**config.mk**
```make
export PLATFORM = sky130hd
export DESIGN_NAME = ksa_parser
export DESIGN_NICKNAME = d
export VERILOG_FILES = /design/src/hw/rtl/ksa_pkg.sv /design/src/hw/rtl/ksa_parser.sv
export SDC_FILE = /design/constraint.sdc
export NUM_CORES = 2
export LEC_CHECK = 0
export ABC_AREA = 1
export BUFFER_PORTS_ARGS = -buffer_cell sky130_fd_sc_hd__buf_2
export CAP_MARGIN = 20
export CORE_MARGIN = 3
export CORE_UTILIZATION = 55
export CTS_BUF_LIST = sky130_fd_sc_hd__clkbuf_4
export CTS_CLUSTER_DIAMETER = 200
export DETAILED_ROUTE_END_ITERATION = 7
export PLACE_DENSITY = 0.8
export SYNTH_ARGS = -nofsm -noshare
export SYNTH_HDL_FRONTEND = slang
export SYNTH_SLANG_ARGS = --single-unit
```
**constraint.sdc**
```tcl
create_clock -name clk -period 8.9 [get_ports clk]
set_clock_uncertainty 0.2 [all_clocks]
set_input_delay 0 -clock clk [delete_from_list [all_inputs] [get_ports clk]]
set_output_delay 0 -clock clk [all_outputs]
set_load 0.01 [all_outputs]
```
**src/hw/rtl/ksa_pkg.sv**
```systemverilog
// ksa_pkg: shared types, codes and constants for the keyed sample statistics aggregator
// no dependencies; every other file but ksa_if.sv refers to it by scoped names

package ksa_pkg;

  localparam int MAX_ENTRIES_DEF  = 1024;
  localparam int HASH_BUCKETS_DEF = 1024;
  localparam int BIN_BYTES_DEF    = 16;
  localparam int SYM_BYTES_DEF    = 52;

  localparam logic [7:0] CH_TAB  = 8'h09;
  localparam logic [7:0] CH_LF   = 8'h0A;
  localparam logic [7:0] CH_ZERO = 8'h30;
  localparam logic [7:0] CH_NINE = 8'h39;

  // literal names, first character in the low byte, zero padded
  localparam logic [63:0] LIT_TOTAL  = 64'h00296C61746F7428;
  localparam logic [63:0] LIT_IDLE   = 64'h000029656C646928;
  localparam logic [63:0] LIT_SYSTEM = 64'h296D657473797328;
  localparam logic [63:0] LIT_USER   = 64'h0000297265737528;

  typedef enum logic [1:0] {
    PH_BINARY,
    PH_SYMBOL,
    PH_COUNT,
    PH_SKIP
  } phase_t;

  typedef enum logic [2:0] {
    STS_TALLIED,
    STS_BAD_BINARY,
    STS_BAD_SYMBOL,
    STS_BAD_COUNT,
    STS_FULL,
    STS_READ
  } status_t;

  typedef enum logic [2:0] {
    CLS_TOTAL,
    CLS_IDLE,
    CLS_SYSTEM,
    CLS_USER,
    CLS_PROC_TOTAL,
    CLS_SYMBOL
  } class_t;

  typedef enum logic [3:0] {
    TS_CLEAR,
    TS_IDLE,
    TS_MOD,
    TS_REM,
    TS_HEAD,
    TS_HLINK,
    TS_CMP,
    TS_NEW,
    TS_MUL,
    TS_TALLY,
    TS_RRSP
  } tbl_state_t;

  typedef struct packed {
    logic [31:0] sum;
    logic [63:0] sq;
    logic [31:0] mn;
    logic [31:0] mx;
  } side_stats_t;

  typedef struct packed {
    phase_t      phase;
    logic [31:0] count;
    logic [31:0] hash;
  } line_info_t;

  localparam side_stats_t STATS_FRESH = '{sum: 32'd0, sq: 64'd0, mn: '1, mx: 32'd0};

endpackage

```
**src/hw/rtl/ksa_parser.sv**
```systemverilog
// ksa_parser: splits record text into name buffers and count, hashing names as they arrive
// depends on ksa_pkg

module ksa_parser #(
  parameter int BIN_BYTES = ksa_pkg::BIN_BYTES_DEF,
  parameter int SYM_BYTES = ksa_pkg::SYM_BYTES_DEF
) (
  input  logic                   clk,
  input  logic                   rst_n,
  input  logic                   byte_we,
  input  logic [7:0]             byte_in,
  input  logic                   line_clr,
  output ksa_pkg::line_info_t    info,
  output logic [BIN_BYTES*8-1:0] bin_buf,
  output logic [SYM_BYTES*8-1:0] sym_buf
);

  localparam int MAXB = (BIN_BYTES > SYM_BYTES) ? BIN_BYTES : SYM_BYTES;
  localparam int POSW = $clog2(MAXB + 1);

  ksa_pkg::phase_t        phase_r, phase_nxt;
  logic [POSW-1:0]        pos_r, pos_nxt;
  logic                   ended_r, ended_nxt;
  logic [31:0]            acc_r, acc_nxt;
  logic [31:0]            hb_r, hb_nxt, hs_r, hs_nxt;
  logic [BIN_BYTES*8-1:0] bin_r, bin_nxt;
  logic [SYM_BYTES*8-1:0] sym_r, sym_nxt;
  logic                   is_tab, is_digit;
  logic [7:0]             digit;
  logic [31:0]            hash_cur, hash_step;

  assign is_tab    = (byte_in == ksa_pkg::CH_TAB);
  assign is_digit  = (byte_in >= ksa_pkg::CH_ZERO) && (byte_in <= ksa_pkg::CH_NINE);
  assign digit     = byte_in - ksa_pkg::CH_ZERO;
  assign hash_cur  = (phase_r == ksa_pkg::PH_BINARY) ? hb_r : hs_r;
  // h * 31 + byte
  assign hash_step = (hash_cur << 5) - hash_cur + {24'd0, byte_in};

  always_comb begin
    phase_nxt = phase_r;
    pos_nxt   = pos_r;
    ended_nxt = ended_r;
    acc_nxt   = acc_r;
    hb_nxt    = hb_r;
    hs_nxt    = hs_r;
    bin_nxt   = bin_r;
    sym_nxt   = sym_r;
    if (line_clr) begin
      phase_nxt = ksa_pkg::PH_BINARY;
      pos_nxt   = '0;
      ended_nxt = 1'b0;
      acc_nxt   = '0;
      hb_nxt    = '0;
      hs_nxt    = '0;
      bin_nxt   = '0;
      sym_nxt   = '0;
    end else if (byte_we) begin
      case (phase_r)
        ksa_pkg::PH_BINARY: begin
          if (is_tab) begin
            phase_nxt = ksa_pkg::PH_SYMBOL;
            pos_nxt   = '0;
            ended_nxt = 1'b0;
          end else if (pos_r < POSW'(BIN_BYTES)) begin
            for (int i = 0; i < BIN_BYTES; i++) begin
              if (pos_r == POSW'(i) && !ended_r) bin_nxt[i*8 +: 8] = byte_in;
            end
            pos_nxt = pos_r + 1'b1;
            if (!ended_r && byte_in != 8'd0) hb_nxt = hash_step;
            if (byte_in == 8'd0) ended_nxt = 1'b1;
          end
        end
        ksa_pkg::PH_SYMBOL: begin
          if (is_tab) begin
            phase_nxt = ksa_pkg::PH_COUNT;
          end else if (pos_r < POSW'(SYM_BYTES)) begin
            for (int i = 0; i < SYM_BYTES; i++) begin
              if (pos_r == POSW'(i) && !ended_r) sym_nxt[i*8 +: 8] = byte_in;
            end
            pos_nxt = pos_r + 1'b1;
            if (!ended_r && byte_in != 8'd0) hs_nxt = hash_step;
            if (byte_in == 8'd0) ended_nxt = 1'b1;
          end
        end
        ksa_pkg::PH_COUNT: begin
          if (is_digit) acc_nxt = (acc_r << 3) + (acc_r << 1) + {24'd0, digit};
          else          phase_nxt = ksa_pkg::PH_SKIP;
        end
        default: begin
        end
      endcase
    end
  end

  always_ff @(posedge clk) begin
    if (!rst_n) begin
      phase_r <= ksa_pkg::PH_BINARY;
      pos_r   <= '0;
      ended_r <= 1'b0;
      acc_r   <= '0;
      hb_r    <= '0;
      hs_r    <= '0;
      bin_r   <= '0;
      sym_r   <= '0;
    end else begin
      phase_r <= phase_nxt;
      pos_r   <= pos_nxt;
      ended_r <= ended_nxt;
      acc_r   <= acc_nxt;
      hb_r    <= hb_nxt;
      hs_r    <= hs_nxt;
      bin_r   <= bin_nxt;
      sym_r   <= sym_nxt;
    end
  end

  assign info.phase = phase_r;
  assign info.count = acc_r;
  assign info.hash  = hb_r + hs_r;
  assign bin_buf    = bin_r;
  assign sym_buf    = sym_r;

endmodule

```
**Word level (Yosys, flattened, before mapping)**

Cells that the tools add are included.

- Flip-flop bits (word level): 649
- Input bits: 12
- Output and inout bits: 610
- Word-level logic and storage cells: 298

- Add/sub/neg operators: 7
- Order comparisons: 4
- Equality and inequality tests: 60
- Multiplexer cells: 16
- Bitwise logic cells: 2
- Reductions and logical operators: 135

Operators with widths:

| kind | count |
|---|---|
| $reduce_and A5 Y1 | 72 |
| $eq A6 B6 Y1 const B | 20 |
| $eq A6 B5 Y1 const B | 16 |
| $add A32 B32 Y32 | 2 |
| $add A32 B8 Y32 | 2 |
| $logic_and A1 B1 Y1 | 54 |
| $eq A6 B4 Y1 const B | 8 |
| $mux W32 | 1 |
| $sub A32 B32 Y32 | 1 |
| $eq A6 B3 Y1 const B | 4 |
| $mux W6 | 4 |
| $eq A6 B2 Y1 const B | 2 |
| $pmux W6 S2 | 1 |
| $ne A2 B2 Y1 const B | 5 |
| $eq A8 B4 Y1 const B | 1 |
| $ge A8 B6 Y1 const B | 1 |
| $le A8 B6 Y1 const B | 1 |
| $logic_not A8 Y1 | 1 |
| $reduce_bool A8 Y1 | 1 |
| $sub A8 B6 Y8 const B | 1 |
| $add A6 B1 Y6 const B | 1 |
| $eq A6 B1 Y1 const B | 1 |
| $logic_not A6 Y1 | 1 |
| $lt A6 B5 Y1 const B | 1 |
| 15 further kinds | 22 |

**Logic depth before layout (Yosys ltp)**

- Depth after elaboration: 5
- Gate-level depth with buffers: 22
- Gate-level depth less buffers: 21

**Least setup slack after synthesis**

Ideal clock, no wire load.

- Path type: register to register
- Start point: register phase_r[0]
- End point: register hb_r[24]
- Setup time: 0.109 ns
- Arrival time: 3.031 ns
- Required time: 8.591 ns
- Path slack: 5.560 ns
- Stages on the path, launching flop included: 22
- Buffers on the path: 2
- Clock period less this slack: 3.340 ns
- Cells stage by stage: dfxtp_1 > inv_1 > ha_1 > clkbuf_1 > clkbuf_1 > nand2_1 > o21ai_0 > inv_1 > fa_1 > ha_1 > nand2_1 > inv_1 > a21oi_1 > nand2_1 > nand2_1 > nand2_1 > nand2_1 > nand2_1 > nand2_1 > nand3_1 > nand2_1 > inv_1

- Longest elaborated chain between the ends: 4
- Elaborated cells between the ends (all ways): 5
- Classes of those cells: add/sub: 2; mux: 1; reduce/logical: 2

Ends and longest elaborated chain:

| what | RTL line | source |
|---|---|---|
| start, declared | ksa_parser.sv:21 | `ksa_pkg::phase_t phase_r, phase_nxt;` |
| start signal, assigned | ksa_parser.sv:97 | `phase_r <= ksa_pkg::PH_BINARY;` |
| start signal, assigned | ksa_parser.sv:106 | `phase_r <= phase_nxt;` |
| $logic_not A2 Y1 (*) | ksa_parser.sv:35, ksa_parser.sv:58 |  |
| $mux W32 | ksa_parser.sv:35 | `assign hash_cur = (phase_r == ksa_pkg::PH_BINARY) ? hb_r : hs_r;` |
| $sub A32 B32 Y32 | ksa_parser.sv:37 | `assign hash_step = (hash_cur << 5) - hash_cur + {24'd0, byte_in};` |
| $add A32 B8 Y32 | ksa_parser.sv:37 |  |
| end signal, assigned | ksa_parser.sv:110 | `hb_r <= hb_nxt;` |
| end, declared | ksa_parser.sv:25 | `logic [31:0] hb_r, hb_nxt, hs_r, hs_nxt;` |

Every way passes the cells marked *; elsewhere a longest branch is shown, timed or not.
A chain may end at the register's enable or synchronous reset.

**Worst setup path in the final report**

- Start point: register phase_r[1]
- End point: register hb_r[22]

Same word-level chain as after synthesis.

==> results.json <==
{
  "run_status": "complete, no violations",
  "parity_gate_share_of_the_synthesized_area_counting_xor_and_xnor_cells_pct": 1.48,
  "final_hold_viol_count": 0,
  "drt-total-wl_mm": 112,
  "synth_top_family_by_area": "compound AO/OA/AOI/OAI gates",
  "yosys_warnings": 0,
  "reg2reg_slack_ns": 4.67,
  "antenna_violations_before_repair": 2,
  "drc": 0,
  "tritoncts.num_buffers": 164,
  "first_global_vias": 28954,
  "synth.avg_cell_area_um2": 7.39,
  "clock_tree.root_cell": "clkbuf_4",
  "grt_start_max_net_pins": 292,
  "post_synth_instance_area_um2": 30100,
  "core_area_um2": 54000,
  "cts_setup_buffers": 0,
  "synth_seq_cells": 649,
  "hold_buffers": 32,
  "cpMaxStageDelayCell": "fa_1",
  "slew_violations": 0,
  "tns_ns": 0,
  "syn-instance-count": 4078,
  "synth-compound-area-share_pct": 22.1,
  "synthArstFlopShare_pct": 0,
  "area_growth_syn_to_layout_pct": 18.6,
  "worst_slew_margin_rel_pct": 17.8,
  "ctsResizeCount": 0,
  "crit_type": "flop to flop",
  "ant_nets": 0,
  "num_io_pins": 622,
  "post-route-period-util_pct": 47.5,
  "routed_wire_length_per_instance_um": 20.4,
  "cts.sinks": 649,
  "min-delay-path-class": "primary input to flop",
  "global_route.usage.total_pct": 37.3,
  "std_cell_rows": 85,
  "mappedNetlistNets": 4255,
  "ys_dominant_reg_cell": "dfxtp_1",
  "mostFrequentLayoutCell": "nand2_1",
  "detailroute.via_count": 31141,
  "place_hpwl_mm": 78.2,
  "critical_path.endpoint_type": "flop",
  "holdWs_ns": 0.164,
  "clk-insertion-delay-late_ns": 1.01,
  "grt_first_pass_wirelength_mm": 167,
  "yosysSeqAreaShare_pct": 43.1,
  "post_route_cells_drive_above_1_share_pct": 20.0,
  "min_period_ns": 4.23,
  "crit_path_max_incr_delay_ns": 0.46,
  "crit_path_frequent_cell": "nand2_1",
  "synth-edff-count": 0,
  "dieHeight_um": 240,
  "grt_setup_unrepaired": "false",
  "worst_margin_pin_slew_ns": 1.23,
  "setup_violations": 0,
  "clk_pin_slew_worst_paths_ns": 0.08,
  "port_buffers": 621,
  "globalplace.congestion": 0.977,
  "post_synth_and_or_nand_nor_area_fraction_pct": 17.4,
  "max-cap-violations": 0,
  "most-common-layout-cells": "nand2_1 (708), a21oi_1 (672), dfxtp_1 (649)",
  "routed_via_density": 5.66,
  "drt_pre_antenna_iters": 6,
  "cts_tree": "yes",
  "critical_path_peak_fanout": 57,
  "start_util_pct": 55.8,
  "path_cells": "inv_1, ha_1, buf_4, inv_1, or2_2, o21ai_0, inv_1, fa_1, ha_1, nand2_1, nand2_1, nand2_1, nand2_1, a21oi_1, nand2_1, nand2_1, nand2_1, nand2_1, nand3_1, nand2_1, inv_1",
  "htree_num_levels": 4,
  "yosys.cell_types.count": 40,
  "power_density_cells_nw_per_um2": 177,
  "power.leakage_nw": 18.1,
  "max-vdd-ir-drop_v": 0.000137,
  "path_buf_inv": 5,
  "critical-path-top-delay-family": "simple AND/OR/NAND/NOR gates",
  "cp_data_required_time_ns": 9.59,
  "overall_die_area_um2": 57600,
  "post_synth_fa_ha_maj_area_fraction_pct": 7.12,
  "timing.fmax_mhz": 237,
  "synthMuxAreaShare_pct": 0,
  "crit_arrival_ns": 4.92,
  "finish.net_count": 4871,
  "detail_route.iter0.violations": 2873,
  "globalRoute.totalOverflow": 0,
  "ctsLongestPathBuffers": 3,
  "floorplan.die.width_um": 240,
  "worst_setup_path_start_kind": "flop"
}
## sequential cells by signal, summed over array words and instances (netlist names)
signal,cells
acc_r,32
bin_buf,128
hs_r,32
phase_r,2
pos_r,6
ended_r,1
hb_r,32
sym_buf,416
## worst paths after layout
check,end,startpoint,cells after the start
min reg2reg,sym_buf[414]$_SDFFE_PP0P_,sym_buf[414]$_SDFFE_PP0P_,2
max reg2reg,hb_r[22]$_SDFFE_PP0P_,phase_r[1]$_SDFFE_PP0P_,21
max,hb_r[22]$_SDFFE_PP0P_,phase_r[1]$_SDFFE_PP0P_,21
min,sym_buf[161]$_SDFFE_PP0P_,byte_we,6
## cell type report
type / instances / area, um^2
fill: 4849 / 18300
multi-input combinational: 2751 / 14500
sequential: 649 / 13000
timing repair buffer: 681 / 3670
inverter: 447 / 1680
clock buffer: 221 / 1660
tap: 696 / 871
clock inverter: 55 / 338
antenna: 3 / 7.51
## synthesized netlist by cell type (22+ instances only)
| library cell | count | area (um^2) |
|---|---|---|
| o21ai_0 | 554 | 2770 |
| buf_2 | 65 | 325 |
| nor2_1 | 213 | 800 |
| o21a_1 | 22 | 165 |
| clkbuf_1 | 159 | 597 |
| xor2_1 | 33 | 289 |
| nor2_2 | 29 | 181 |
| inv_1 | 435 | 1630 |
| dfxtp_1 | 649 | 13000 |
| nand2_1 | 708 | 2660 |
| a21oi_1 | 672 | 3360 |
| ha_1 | 154 | 1930 |
| nand3_1 | 221 | 1110 |
## report_power, final
part / internal [W] / total [W] / switching, W
Clock: 0.00125 / 0.00252 / 0.00127
Sequential: 0.00292 / 0.00293 / 0.0000123
Combinational: 0.000249 / 0.000858 / 0.000609
## routing by layer
metal,vias to the layer above,global-route usage (%),routed length [um]
met5,-,0,0
met4,0,21.9,7670
met3,422,10.4,10300
met2,1570,59.5,50800
met1,14367,45.2,43200
li1,14782,-,-
## cell families after synthesis
group	count (synthesis)
AOI/OAI and AO/OA	1298
and+or+nand+nor	1237
buffers and inverters	678
DFF	649
adders and majority gates	165
xor gates and xnor gates	51
## worst min-delay path: stages
cell           delay, ns
dlygate4sd3_1       0.57
buf_2               0.15
inv_1               0.29
nor3_4              0.17
nand3_1             0.09
a21oi_1             0.06
## metrics by stage
stage                     cell area (um^2)  setup WS (ns)  total power [W]  cells  util [%]
after detailed placement             33400           4.80          0.00381   5189      61.8
after global placement               33400           4.91          0.00381   5189      61.8
final                                35700           4.67          0.00631   5503      66.1
after CTS                            35700           4.76          0.00631   5497      66.0
after floorplan                      30100           5.56          0.00357   4078         -
after global routing                 35700           4.30          0.00656   5502      66.1
No activity file was read; power rests on OpenSTA's default activity.
